===== src/design/sfgc_pkg.sv =====
package sfgc_pkg;

	localparam int unsigned FINGERS = 5;
	localparam int unsigned VALUE_W = 16;
	localparam int unsigned COUNT_W = 5;
	localparam int unsigned CFG_IDX_W = 3;
	localparam int unsigned CFG_DATA_W = 32;

	// register indexes on the configuration port
	localparam logic [CFG_IDX_W-1:0] REG_THUMB_CAL = 3'd0;
	localparam logic [CFG_IDX_W-1:0] REG_TOLERANCE = 3'd5;

	// gesture codes
	localparam logic [1:0] MODE_REST = 2'd0;
	localparam logic [1:0] MODE_ZOOM = 2'd1;
	localparam logic [1:0] MODE_MOVE = 2'd2;
	localparam logic [1:0] MODE_ROTATE = 2'd3;

	// tense patterns, bit 4 is the thumb
	localparam logic [FINGERS-1:0] MASK_ROTATE = 5'b01000;
	localparam logic [FINGERS-1:0] MASK_ZOOM = 5'b00111;
	localparam logic [FINGERS-1:0] MASK_MOVE = 5'b10011;

	localparam logic [VALUE_W-1:0] TOLERANCE_RESET = 16'd6;

	typedef logic [FINGERS-1:0][VALUE_W-1:0] readings_t;

	// one finished frame handed from the parser to the classifier
	typedef struct packed {
		readings_t readings;
		logic [COUNT_W-1:0] count;
	} frame_t;

	typedef struct packed {
		logic full;
		logic empty;
	} queue_status_t;

endpackage


===== src/design/sfgc_byte_if.sv =====
interface sfgc_byte_if;
	logic valid;
	logic ready;
	logic [7:0] rx_byte;

	modport source(output valid, output rx_byte, input ready);
	modport sink(input valid, input rx_byte, output ready);
endinterface


===== src/design/sfgc_cfg_if.sv =====
interface sfgc_cfg_if;
	logic valid;
	logic ready;
	logic [sfgc_pkg::CFG_IDX_W-1:0] index;
	logic [sfgc_pkg::CFG_DATA_W-1:0] data;

	modport source(output valid, output index, output data, input ready);
	modport sink(input valid, input index, input data, output ready);
endinterface


===== src/design/sfgc_res_if.sv =====
interface sfgc_res_if;
	logic valid;
	logic ready;
	logic [1:0] gesture_mode;
	logic [sfgc_pkg::FINGERS-1:0] tense_mask;
	logic [sfgc_pkg::COUNT_W-1:0] values_read;

	modport source(output valid, output gesture_mode, output tense_mask, output values_read,
		input ready);
	modport sink(input valid, input gesture_mode, input tense_mask, input values_read,
		output ready);
endinterface


===== src/design/sfgc_parser.sv =====
module sfgc_parser #(
	parameter int unsigned FRAME_LIMIT = 99,
	parameter int unsigned FIELD_COUNT = 19
) (
	input logic clk,
	input logic arst_n,
	sfgc_byte_if.sink rx,
	input sfgc_pkg::queue_status_t q_status,
	output logic push,
	output sfgc_pkg::frame_t push_frame
);
	localparam int unsigned POS_W = $clog2(FRAME_LIMIT + 1);

	localparam logic [2:0] PH_OPEN = 3'd0;
	localparam logic [2:0] PH_BLANK = 3'd1;
	localparam logic [2:0] PH_SIGNED = 3'd2;
	localparam logic [2:0] PH_DIGITS = 3'd3;
	localparam logic [2:0] PH_HALT = 3'd4;

	localparam logic [7:0] CH_OPEN = 8'h5B;
	localparam logic [7:0] CH_CLOSE = 8'h5D;
	localparam logic [7:0] CH_COMMA = 8'h2C;
	localparam logic [7:0] CH_PLUS = 8'h2B;
	localparam logic [7:0] CH_MINUS = 8'h2D;
	localparam logic [7:0] CH_ZERO = 8'h30;
	localparam logic [7:0] CH_NINE = 8'h39;
	localparam logic [7:0] CH_SPACE = 8'h20;
	localparam logic [7:0] CH_TAB = 8'h09;
	localparam logic [7:0] CH_CR = 8'h0D;

	logic [POS_W-1:0] pos_q, pos_n;
	logic [2:0] phase_q, phase_n, phase_e;
	logic [sfgc_pkg::VALUE_W-1:0] acc_q, acc_n, acc_e, value;
	logic neg_q, neg_n, neg_e;
	logic [sfgc_pkg::COUNT_W-1:0] cnt_q, cnt_n, cnt_e;
	sfgc_pkg::readings_t pend_q, pend_n, fingers_q, fingers_n;
	logic [7:0] c;
	logic [3:0] digit_val;
	logic is_digit, is_blank, restart, accept, close;

	assign rx.ready = !q_status.full;
	assign accept = rx.valid && rx.ready;
	assign c = rx.rx_byte;
	assign is_digit = (c >= CH_ZERO) && (c <= CH_NINE);
	assign is_blank = (c == CH_SPACE) || ((c >= CH_TAB) && (c <= CH_CR));
	assign digit_val = 4'(c - CH_ZERO);
	assign restart = pos_q >= POS_W'(FRAME_LIMIT);
	assign close = c == CH_CLOSE;

	always_comb begin
		phase_e = restart ? PH_OPEN : phase_q;
		acc_e = restart ? '0 : acc_q;
		neg_e = restart ? 1'b0 : neg_q;
		cnt_e = restart ? '0 : cnt_q;
		pos_n = (restart ? '0 : pos_q) + POS_W'(1);
		phase_n = phase_e;
		acc_n = acc_e;
		neg_n = neg_e;
		cnt_n = cnt_e;
		pend_n = pend_q;
		value = neg_e ? 16'(-acc_e) : acc_e;
		case (phase_e)
			PH_OPEN: begin
				phase_n = (c == CH_OPEN) ? PH_BLANK : PH_HALT;
			end
			PH_BLANK: begin
				if (is_blank) begin
					phase_n = PH_BLANK;
				end else if (c == CH_PLUS || c == CH_MINUS) begin
					neg_n = c == CH_MINUS;
					phase_n = PH_SIGNED;
				end else if (is_digit) begin
					acc_n = 16'(digit_val);
					phase_n = PH_DIGITS;
				end else begin
					phase_n = PH_HALT;
				end
			end
			PH_SIGNED: begin
				if (is_digit) begin
					acc_n = 16'(digit_val);
					phase_n = PH_DIGITS;
				end else begin
					phase_n = PH_HALT;
				end
			end
			PH_DIGITS: begin
				if (is_digit) begin
					// times ten as two shifts and an add, wrapping at 16 bits
					acc_n = (acc_e << 3) + (acc_e << 1) + 16'(digit_val);
				end else begin
					for (int i = 0; i < sfgc_pkg::FINGERS; i++) begin
						if (cnt_e == sfgc_pkg::COUNT_W'(i)) begin
							pend_n[i] = value;
						end
					end
					cnt_n = cnt_e + sfgc_pkg::COUNT_W'(1);
					acc_n = '0;
					neg_n = 1'b0;
					phase_n = (c == CH_COMMA && cnt_n < sfgc_pkg::COUNT_W'(FIELD_COUNT))
						? PH_BLANK : PH_HALT;
				end
			end
			default: begin
				phase_n = PH_HALT;
			end
		endcase
		fingers_n = fingers_q;
		for (int i = 0; i < sfgc_pkg::FINGERS; i++) begin
			if (cnt_n > sfgc_pkg::COUNT_W'(i)) begin
				fingers_n[i] = pend_n[i];
			end
		end
	end

	assign push = accept && close && (cnt_n != '0);
	assign push_frame.readings = fingers_n;
	assign push_frame.count = cnt_n;

	always_ff @(posedge clk or negedge arst_n) begin
		if (!arst_n) begin
			pos_q <= '0;
			phase_q <= PH_OPEN;
			acc_q <= '0;
			neg_q <= 1'b0;
			cnt_q <= '0;
			fingers_q <= '0;
		end else if (accept) begin
			if (close) begin
				pos_q <= '0;
				phase_q <= PH_OPEN;
				acc_q <= '0;
				neg_q <= 1'b0;
				cnt_q <= '0;
				fingers_q <= fingers_n;
			end else begin
				pos_q <= pos_n;
				phase_q <= phase_n;
				acc_q <= acc_n;
				neg_q <= neg_n;
				cnt_q <= cnt_n;
			end
		end
	end

	// only entries below the count are ever read, so no reset needed
	always_ff @(posedge clk) begin
		if (accept) begin
			pend_q <= pend_n;
		end
	end

endmodule


===== src/design/sfgc_queue.sv =====
module sfgc_queue (
	input logic clk,
	input logic arst_n,
	input logic push,
	input sfgc_pkg::frame_t push_frame,
	input logic pop,
	output sfgc_pkg::frame_t head,
	output sfgc_pkg::queue_status_t status
);
	sfgc_pkg::frame_t slot_q [2];
	logic wr_q, rd_q;
	logic [1:0] fill_q;

	assign head = slot_q[rd_q];
	assign status.full = fill_q == 2'd2;
	assign status.empty = fill_q == 2'd0;

	always_ff @(posedge clk or negedge arst_n) begin
		if (!arst_n) begin
			wr_q <= 1'b0;
			rd_q <= 1'b0;
			fill_q <= 2'd0;
		end else begin
			if (push) begin
				wr_q <= !wr_q;
			end
			if (pop) begin
				rd_q <= !rd_q;
			end
			case ({push, pop})
				2'b10: fill_q <= fill_q + 2'd1;
				2'b01: fill_q <= fill_q - 2'd1;
				default: fill_q <= fill_q;
			endcase
		end
	end

	always_ff @(posedge clk) begin
		if (push) begin
			slot_q[wr_q] <= push_frame;
		end
	end

endmodule


===== src/design/sfgc_classifier.sv =====
module sfgc_classifier (
	input logic clk,
	input logic arst_n,
	sfgc_cfg_if.sink cfg,
	input sfgc_pkg::frame_t head,
	input sfgc_pkg::queue_status_t q_status,
	output logic pop,
	sfgc_res_if.source res
);
	logic [sfgc_pkg::CFG_DATA_W-1:0] cal_q [sfgc_pkg::FINGERS];
	logic [sfgc_pkg::VALUE_W-1:0] tol_q;
	logic [sfgc_pkg::VALUE_W-1:0] relax, span, norm, gap;
	logic [sfgc_pkg::FINGERS-1:0] mask;
	logic [1:0] mode;
	logic valid_q;
	logic [1:0] mode_q;
	logic [sfgc_pkg::FINGERS-1:0] mask_q;
	logic [sfgc_pkg::COUNT_W-1:0] count_q;

	assign cfg.ready = 1'b1;

	always_ff @(posedge clk or negedge arst_n) begin
		if (!arst_n) begin
			for (int i = 0; i < sfgc_pkg::FINGERS; i++) begin
				cal_q[i] <= '0;
			end
			tol_q <= sfgc_pkg::TOLERANCE_RESET;
		end else if (cfg.valid) begin
			for (int i = 0; i < sfgc_pkg::FINGERS; i++) begin
				if (cfg.index == sfgc_pkg::REG_THUMB_CAL + sfgc_pkg::CFG_IDX_W'(i)) begin
					cal_q[i] <= cfg.data;
				end
			end
			if (cfg.index == sfgc_pkg::REG_TOLERANCE) begin
				tol_q <= cfg.data[sfgc_pkg::VALUE_W-1:0];
			end
		end
	end

	always_comb begin
		mask = '0;
		relax = '0;
		span = '0;
		norm = '0;
		gap = '0;
		for (int i = 0; i < sfgc_pkg::FINGERS; i++) begin
			relax = cal_q[i][sfgc_pkg::VALUE_W-1:0];
			span = cal_q[i][sfgc_pkg::CFG_DATA_W-1:sfgc_pkg::VALUE_W];
			norm = head.readings[i] - relax;
			gap = span - norm;
			mask[sfgc_pkg::FINGERS-1-i] = $signed(gap) <= $signed(tol_q);
		end
		case (mask)
			sfgc_pkg::MASK_ROTATE: mode = sfgc_pkg::MODE_ROTATE;
			sfgc_pkg::MASK_ZOOM: mode = sfgc_pkg::MODE_ZOOM;
			sfgc_pkg::MASK_MOVE: mode = sfgc_pkg::MODE_MOVE;
			default: mode = sfgc_pkg::MODE_REST;
		endcase
	end

	assign pop = !q_status.empty && (!valid_q || res.ready);

	always_ff @(posedge clk or negedge arst_n) begin
		if (!arst_n) begin
			valid_q <= 1'b0;
		end else if (!valid_q || res.ready) begin
			valid_q <= !q_status.empty;
		end
	end

	always_ff @(posedge clk) begin
		if (pop) begin
			mode_q <= mode;
			mask_q <= mask;
			count_q <= head.count;
		end
	end

	assign res.valid = valid_q;
	assign res.gesture_mode = mode_q;
	assign res.tense_mask = mask_q;
	assign res.values_read = count_q;

endmodule


===== src/design/sensor_frame_gesture_classifier.sv =====
// glove sensor frame classifier: takes one ascii byte per beat on rx, frames
// text up to each ']' (restarting after FRAME_LIMIT bytes without one), parses
// '[' and comma separated signed decimals wrapping at 16 bits, and for every
// frame with at least one value gives one beat on res carrying the gesture,
// the five-finger tense mask and the number of values read. a byte is taken
// every cycle; rx only stalls when the two-entry frame queue is full, which
// happens only while res is held off. a result is offered on res after the
// beat that carried its ']' once it has passed the queue register and then
// the output register. calibration and tolerance go in through cfg, which
// is always ready and must only be written while no frame is in flight.
module sensor_frame_gesture_classifier #(
	parameter int unsigned FRAME_LIMIT = 99,
	parameter int unsigned FIELD_COUNT = 19
) (
	input logic clk,
	input logic arst_n,
	sfgc_byte_if.sink rx,
	sfgc_cfg_if.sink cfg,
	sfgc_res_if.source res
);
	// front to back handoff
	logic push;
	logic pop;
	sfgc_pkg::frame_t push_frame;
	sfgc_pkg::frame_t head;
	sfgc_pkg::queue_status_t q_status;

	// front: byte parser, holds the stored finger readings
	sfgc_parser #(
		.FRAME_LIMIT(FRAME_LIMIT),
		.FIELD_COUNT(FIELD_COUNT)
	) u_parser (
		.clk(clk),
		.arst_n(arst_n),
		.rx(rx),
		.q_status(q_status),
		.push(push),
		.push_frame(push_frame)
	);

	// two finished frames may wait here so each side stalls on its own
	sfgc_queue u_queue (
		.clk(clk),
		.arst_n(arst_n),
		.push(push),
		.push_frame(push_frame),
		.pop(pop),
		.head(head),
		.status(q_status)
	);

	// back: calibration compare, gesture decode and output register
	sfgc_classifier u_classifier (
		.clk(clk),
		.arst_n(arst_n),
		.cfg(cfg),
		.head(head),
		.q_status(q_status),
		.pop(pop),
		.res(res)
	);

endmodule

===== src/flat_wrapper.sv =====
// flat-port wrapper written by rule: the top's interface ports become plain ports
module sensor_frame_gesture_classifier_flat 
#(
	parameter int unsigned FRAME_LIMIT = 99,
	parameter int unsigned FIELD_COUNT = 19
)
  (clk, arst_n, rx_valid, rx_rx_byte, rx_ready, cfg_valid, cfg_index, cfg_data, cfg_ready, res_valid, res_gesture_mode, res_tense_mask, res_values_read, res_ready);
  sfgc_byte_if rx_i ();
  sfgc_cfg_if cfg_i ();
  sfgc_res_if res_i ();
  input logic clk;
  input logic arst_n;
  input wire logic [$bits(rx_i.valid)-1:0] rx_valid;
  input wire logic [$bits(rx_i.rx_byte)-1:0] rx_rx_byte;
  output wire logic [$bits(rx_i.ready)-1:0] rx_ready;
  input wire logic [$bits(cfg_i.valid)-1:0] cfg_valid;
  input wire logic [$bits(cfg_i.index)-1:0] cfg_index;
  input wire logic [$bits(cfg_i.data)-1:0] cfg_data;
  output wire logic [$bits(cfg_i.ready)-1:0] cfg_ready;
  output wire logic [$bits(res_i.valid)-1:0] res_valid;
  output wire logic [$bits(res_i.gesture_mode)-1:0] res_gesture_mode;
  output wire logic [$bits(res_i.tense_mask)-1:0] res_tense_mask;
  output wire logic [$bits(res_i.values_read)-1:0] res_values_read;
  input wire logic [$bits(res_i.ready)-1:0] res_ready;
  assign rx_i.valid = rx_valid;
  assign rx_i.rx_byte = rx_rx_byte;
  assign rx_ready = rx_i.ready;
  assign cfg_i.valid = cfg_valid;
  assign cfg_i.index = cfg_index;
  assign cfg_i.data = cfg_data;
  assign cfg_ready = cfg_i.ready;
  assign res_valid = res_i.valid;
  assign res_gesture_mode = res_i.gesture_mode;
  assign res_tense_mask = res_i.tense_mask;
  assign res_values_read = res_i.values_read;
  assign res_i.ready = res_ready;
  sensor_frame_gesture_classifier #(.FRAME_LIMIT(FRAME_LIMIT), .FIELD_COUNT(FIELD_COUNT)) u_core (.clk(clk), .arst_n(arst_n), .rx(rx_i), .cfg(cfg_i), .res(res_i));
endmodule

===== config.mk =====
export PLATFORM = sky130hd
export DESIGN_NAME = sensor_frame_gesture_classifier_flat
export DESIGN_NICKNAME = d
export VERILOG_FILES = /design/src/design/sfgc_pkg.sv /design/src/design/sfgc_byte_if.sv /design/src/design/sfgc_cfg_if.sv /design/src/design/sfgc_res_if.sv /design/src/design/sfgc_parser.sv /design/src/design/sfgc_queue.sv /design/src/design/sfgc_classifier.sv /design/src/design/sensor_frame_gesture_classifier.sv /design/src/flat_wrapper.sv
export SDC_FILE = /design/constraint.sdc
export NUM_CORES = 1
export LEC_CHECK = 0
export BUFFER_PORTS_ARGS = -buffer_cell sky130_fd_sc_hd__buf_2
export CORE_ASPECT_RATIO = 2
export CORE_UTILIZATION = 60
export DETAILED_ROUTE_END_ITERATION = 12
export PLACE_DENSITY = 0.75
export SKIP_CTS_REPAIR_TIMING = 1
export SYNTH_ARGS = -nofsm -noshare
export SYNTH_HDL_FRONTEND = slang
export SYNTH_SLANG_ARGS = --single-unit

===== constraint.sdc =====
create_clock -name clk -period 8.2 [get_ports clk]
set_input_delay 1.64 -clock clk [delete_from_list [all_inputs] [get_ports clk]]
set_output_delay 1.64 -clock clk [all_outputs]
set_load 0.005 [all_outputs]

Yosys cells after proc, flatten, opt, wreduce, memory -nomap -nowiden
Memory sizes are Yosys's and may differ from the RTL's.
Cells that the tools add are included.
{"block": "totals", "in_bits": 48, "wordCells": 160, "n_memories": 1, "out_inout_bits": 15, "ramBits": 170, "ff_bits": 385}
{"block": "classes", "n_addsub": 18, "magnitude_cmp": 16, "muxes": 45, "reduce_logical": 28, "eq_ne": 24}
{"memory": "u_core.u_queue.slot_q", "depth": 2, "word_bits": 85, "rd": 1, "rd_clocked_by_memory_dff": 0, "write_ports": 1, "line": "sfgc_queue.sv:10", "text": "sfgc_pkg::frame_t slot_q [2];"}
{"operator": "2-to-1 mux 16 bit", "count": 17}
{"operator": "2-to-1 mux 80 bit", "count": 2}
{"operator": "subtractor 16 bit", "count": 10}
{"operator": "less-or-equal comparator 16 bit", "count": 5}
{"operator": "case mux 16 bit (3 select lines)", "count": 1}
{"operator": "== test 8 x 6 -> 1 bit, second input constant", "count": 4}
{"operator": "2-to-1 mux 3 bit", "count": 8}
{"operator": "2-to-1 mux 5 bit", "count": 4}
{"operator": "adder 16 bit", "count": 1}
{"operator": "adder 16 x 4 -> 16 bit", "count": 1}
{"operator": "== test 8 x 7 -> 1 bit, second input constant", "count": 2}
{"operator": "negator 16 bit", "count": 1}
{"operator": "2-to-1 mux 7 bit", "count": 2}
{"operator": "AND reduction 2 bit", "count": 7}
{"operator": "== test 3 x 2 -> 1 bit, second input constant", "count": 4}
{"operator": "case mux 3 bit (4 select lines)", "count": 1}
{"operator": "== test 5 x 2 -> 1 bit, second input constant", "count": 2}
{"operator": "== test 5 x 3 -> 1 bit, second input constant", "count": 2}
{"operator": "greater-than comparator 5 x 1 -> 1 bit, second input constant", "count": 2}
{"operator": "greater-than comparator 5 x 2 -> 1 bit, second input constant", "count": 2}
{"operator": ">= comparator 8 x 4 -> 1 bit, second input constant", "count": 1}
{"operator": ">= comparator 8 x 6 -> 1 bit, second input constant", "count": 1}
{"operator": "less-or-equal comparator 8 x 4 -> 1 bit, second input constant", "count": 1}
{"operator": "less-or-equal comparator 8 x 6 -> 1 bit, second input constant", "count": 1}
{"operator": "27 further kinds", "count": 49}

Longest topological paths before layout
{"block": "depth", "ltp_word": 9, "ltp_mapped": 24, "ltp_nobuf": 21}

Cells and area by module
From an unflattened synthesis, not the netlist that was laid out.
{"block": "hier_totals", "hier_cells": 2751, "hier_area_um2": 31816.8}
{"mod": "sfgc_classifier", "seq_area_each_um2": 4792.1, "area_each_um2": 14415.1, "instances": 1, "cells_each": 1559}
{"mod": "sfgc_parser", "seq_area_each_um2": 5205.0, "area_each_um2": 10879.2, "instances": 1, "cells_each": 911}
{"mod": "sfgc_queue", "seq_area_each_um2": 5205.0, "area_each_um2": 6522.5, "instances": 1, "cells_each": 281}

Worst setup path before layout
Ideal clock, no wire load.
{"block": "synth_timing", "path_kind": "in2reg", "from": "in rx_rx_byte[1]", "to": "mem u_core.u_queue.slot_q[0][0] (netlist bit), enable pin", "slack_ns": 0.551, "t_arrival_ns": 7.109, "setup_ns": 0.539, "path_stages": 10, "required_time_ns": 7.661, "n_path_buf": 3, "cell_sequence": "buf_2 > o21ai_1 > a21o_1 > buf_4 > nor2_2 > a41oi_2 > nor2_1 > a211oi_1 > buf_2 > nor2b_1"}
{"block": "synth_via", "elab_chain_cells": 8, "elab_cells_between_ends": 11, "classes_between": "order compare (2); eq/ne (1); mux (4); reduce/logical (4)"}
{"item": "from (decl)", "line": "flat_wrapper.sv:14", "text": "input wire logic [$bits(rx_i.rx_byte)-1:0] rx_rx_byte;"}
{"item": ">= comparator 8 x 6 -> 1 bit or less-or-equal comparator 8 x 6 -> 1 bit (tied branches)", "line": "sfgc_parser.sv:44", "text": "assign is_digit = (c >= CH_ZERO) && (c <= CH_NINE);"}
{"item": "logical AND 1 bit", "line": "sfgc_parser.sv:44"}
{"item": "2-to-1 mux 5 bit", "line": "sfgc_parser.sv:88", "text": "if (is_digit) begin"}
{"item": "2-to-1 mux 5 bit", "line": "sfgc_parser.sv:62", "text": "case (phase_e)"}
{"item": "nonzero test 5 bit", "line": "sfgc_parser.sv:116", "text": "assign push = accept && close && (cnt_n != '0);"}
{"item": "logical AND 1 bit (*)", "line": "sfgc_parser.sv:116"}
{"item": "2-to-1 mux 1 bit (*)", "line": "sfgc_queue.sv:39", "text": "if (push) begin"}
{"item": "2-to-1 mux 1 bit (not written as such) (*)", "line": "sfgc_queue.sv:40", "text": "slot_q[wr_q] <= push_frame;"}
{"item": "to (decl)", "line": "sfgc_queue.sv:10"}
Every way passes the cells marked *; elsewhere a longest branch is shown, timed or not.

Worst setup path after layout
{"block": "layout_timing", "from": "reg u_core.u_queue.rd_q", "to": "reg u_core.u_classifier.mode_q[1] (netlist: u_core.u_classifier.res.gesture_mode[1]), data pin"}
{"block": "layout_via", "elab_chain_cells": 6, "elab_cells_between_ends": 20, "classes_between": "add/sub (10); order compare (5); eq/ne (3); mux (1); memory (1)"}
{"item": "from (decl)", "line": "sfgc_queue.sv:11", "text": "logic wr_q, rd_q;"}
{"item": "from (signal assigned)", "line": "sfgc_queue.sv:28", "text": "rd_q <= !rd_q;"}
{"item": "memory (2 x 85 bit) (*)"}
{"item": "subtractor 16 bit (*)", "line": "sfgc_classifier.sv:49", "text": "norm = head.readings[i] - relax;"}
{"item": "subtractor 16 bit (*)", "line": "sfgc_classifier.sv:50", "text": "gap = span - norm;"}
{"item": "less-or-equal comparator 16 bit (*)", "line": "sfgc_classifier.sv:51", "text": "mask[sfgc_pkg::FINGERS-1-i] = $signed(gap) <= $signed(tol_q);"}
{"item": "net u_core.u_classifier.mask, one bit", "line": "sfgc_classifier.sv:13", "text": "logic [sfgc_pkg::FINGERS-1:0] mask;"}
{"item": "== test 5 bit (tied with other cells)", "line": "sfgc_classifier.sv:53", "text": "case (mask)"}
{"item": "case mux 2 bit (3 select lines) (*)", "line": "sfgc_classifier.sv:53"}
{"item": "net u_core.u_classifier.mode[1]", "line": "sfgc_classifier.sv:14", "text": "logic [1:0] mode;"}
{"item": "to (signal assigned)", "line": "sfgc_classifier.sv:73", "text": "mode_q <= mode;"}
{"item": "to (decl)", "line": "sfgc_classifier.sv:16", "text": "logic [1:0] mode_q;"}
Mark *: on every way through the listed nets, which the timed path passes. The rest lies on a longest branch.
A chain may end at the register's enable or synchronous reset.

==> summary.md <==
| Metric | Value |
|---|---|
| Synth async-reset ratio | 0.528 |
| Vias in the first global route | around 23000 |
| Final non-filler cell area | 0.0345 mm^2 |
| First-pass GRT wire length | 131000 um |
| Total GRT Usage | 0.329 |
| Main flop type after synthesis | dfrtp_1 |
| Register area | around 0.015 mm^2 |
| Setup TNS | 0 ns |
| Pre-Repair DR Iteration Count | 5 |
| CP max stage delay | 0.87 ns |
| Critical path startpoint category | flop |
| Htree depth | 2 |
| First DRT Iteration DRCs | ~1500 |
| Post-DP Area | 0.0327 mm^2 |
| Hpwl dp | about 63000 um |
| Global route total overflow | 0 |
| Cell area after synthesis | 0.0317 mm^2 |
| Cells after DPL | 3543 |
| TritonCTS Buffers | 49 |
| Boundary pin count | between 60 and 70 |
| Fin nets | between 3000 and 4000 |
| RSZ-0062 raised after global routing | false |
| Slew Limit Fails | 0 |
| Worst-path clk slew | ~0.06 ns |
| Syn Inst Count | between 2000 and 3000 |
| Initial Util | 0.611 |
| Row count | ~120 |
| Total Power | roughly 13 mW |
| Most common cell after layout, fill and taps aside | inv_1 |
| Die Wd | around 160 um |
| Die H | about 330 um |
| Worst hold slack | ~0.48 ns |
| Final setup viols | 0 |
| Worst Path Max Fanout | 49 |
| Remaining DRCs | 0 |
| Vias/cell | around 6.1 |
| Fin. Hold Viols | 0 |
| Clock root cell | clkbuf_16 |
| CP endpoint kind | flop |
| Worst vdd ir | 0.357 mV |
| Crit path max-delay family | compound AO/OA/AOI/OAI gates |
| Min Tclk post-route | 6.54 ns |
| Crit path DAT | between 6 and 7 ns |
| Die area | 0.0539 mm^2 |
| Leak pwr | ~15 nW |
| CTS tree | done |
| Slowest-stage cell, CP | dfrtp_4 |
| Core area | slightly above 0.05 mm^2 |
| Rel. slew slack | 0.0709 |
| MaxCap Viol Count | 0 |
| Crit-path cells | mux2_2 -> fa_1 -> inv_1 -> ha_1 -> a211oi_1 -> o21ai_0 -> a221oi_1 -> a211oi_1 -> a41o_1 -> o41ai_1 -> xnor2_1 -> ha_1 -> nand4_1 -> nor3_1 -> nand2_1 -> nand2_1 -> a31o_2 -> or4_1 -> o22ai_1 |
| CTS Buffer Depth | 3 |
| Post-synth EDFFs | roughly 260 |
| Finished Layout Cells | about 3600 |
| CTS sink cnt | about 560 |
| Crit Path Class | flop to flop |
| Vias | 22077 |
| Outcome | finished, final reports clean |
| Final Util | 0.663 |
| Placer Congestion | between 0.9 and 1 |
| Worst Clk Skew | a little over 0.03 ns |
| Worst path bufs/invs | 1 |
| Final Cycle Share | 0.797 |
| Share of cells above drive strength 1 | 0.160 |
| Initial antenna violation count | 6 |
| Pre-CTS WS | 1.86 ns |
| Commonest non-fill, non-tap cells in the layout | 381 x inv_1, 290 x dfrtp_1, 271 x nand2_1 |
| #FFs+latches synth | ~560 |
| Final Worst Setup Slack | between 1.5 and 2 ns |
| Fmax | between 150 and 200 MHz |
| WL final | ~86000 um |
| Drt wl/cell | 23.6 um |
| WP data required | roughly 8.6 ns |
| Synth warnings | 0 |
| Area of the multi-input gates | between 0.01 and 0.015 mm^2 |
| Clk Latency, worst-skew pair | 0.60 ns |
| IO Port Bufs | 61 |
| Sequential element share of the synthesized area | 0.479 |
| Final ANT Viol Nets | 0 |
| Largest net degree at the start of global routing | around 140 |
| Worst min path class | flop to flop |
| Slew @ Worst Pin | 1.38 ns |
| P per Cell Area | around 390 mW/mm^2 |
| Fillers | 3941 |
| Syn Area/Cell | 11.0 um^2 |
| Layout area overhead | 8.51% |
| Netlist cell types | 86 |
| Post-synthesis net count | ~3200 |
layer usage:
layer  vias up  part of all wire  GRT usage
li1      10109                 -          -
met1     10916              0.35      0.348
met2       751              0.52      0.579
met3       297             0.050     0.0528
met4         4             0.081      0.246
met5         -           0.00033          0
worst min-delay path, cell delays in order, from the launching register on:
cell and delay [ns]:
dfrtp_1 0.34, nand2_1 0.05, o21ai_0 0.06
flip-flops by register name (all words and copies together), names as in the netlist:
name / flops
u_core.u_queue.rd_q: 1
u_core.u_parser.pend_q: 80
u_core.u_queue.slot_q: 170
u_core.u_classifier.res.tense_mask: 5
u_core.u_parser.phase_q: 3
u_core.u_classifier.res.valid: 1
u_core.u_classifier.tol_q: 16
u_core.u_classifier.res.values_read: 5
u_core.u_parser.acc_q: 16
u_core.u_parser.neg_q: 1
u_core.u_parser.fingers_q: 80
u_core.u_parser.pos_q: 7
u_core.u_classifier.res.gesture_mode: 2
u_core.u_parser.cnt_q: 5
u_core.u_queue.wr_q: 1
u_core.u_classifier.cal_q: 160
u_core.u_queue.fill_q: 2
power by group:
part	internal (mW)	switching (mW)
sequential	3.22	0.169
clock	1.42	1.09
combinational	3.15	4.44
final cells by class:
type | instances | share of cell area
clock inverter | 33 | 0.0118
sequential | 555 | 0.441
multi-input combinational | 1862 | 0.427
inverter | 382 | 0.0417
clock buffer | 59 | 0.0385
tap | 660 | 0.0240
antenna | 5 | 0.000363
timing repair buffer | 84 | 0.0149
final timing paths:
path	slack, ns	end	cells past startpoint	from
max	1.66	u_core.u_classifier.res.gesture_mode[1]	19	u_core.u_queue.rd_q
max in group asynchronous	5.71	u_core.u_classifier.res.valid	2	arst_n
min in group asynchronous	1.11	u_core.u_parser.fingers_q[66]	1	arst_n
min reg2reg	0.48	u_core.u_parser.fingers_q[63]	2	u_core.u_parser.fingers_q[63]
max reg2reg	1.66	u_core.u_classifier.res.gesture_mode[1]	19	u_core.u_queue.rd_q
min	0.48	u_core.u_parser.fingers_q[63]	2	u_core.u_parser.fingers_q[63]
synthesized netlist by cell type (all sizes together), types with 27 or more instances:
| cell | instances | share of area |
|---|---|---|
| fa | 77 | 0.049 |
| xnor2 | 91 | 0.025 |
| a21o | 27 | 0.0064 |
| o21ai | 242 | 0.038 |
| ha | 193 | 0.076 |
| nand2 | 271 | 0.032 |
| mux2 | 282 | 0.10 |
| buf | 32 | 0.0061 |
| nand3 | 32 | 0.0050 |
| inv | 382 | 0.045 |
| nor2 | 123 | 0.015 |
| dfrtp | 291 | 0.23 |
| clkbuf | 67 | 0.0079 |
| a21oi | 113 | 0.018 |
| nor3 | 48 | 0.0076 |
| edfxtp | 262 | 0.25 |
logic make-up after synthesis:
kind of cell | Yosys count | share of synthesized area
other cells | 1 | 0.000118
simple gates | 630 | 0.0919
fa+ha+maj | 270 | 0.125
flops | 555 | 0.479
compound gates | 544 | 0.106
xor+xnor | 114 | 0.0314
mux | 303 | 0.108
buf+inv | 481 | 0.0592
No activity file was read; power rests on OpenSTA's default activity.
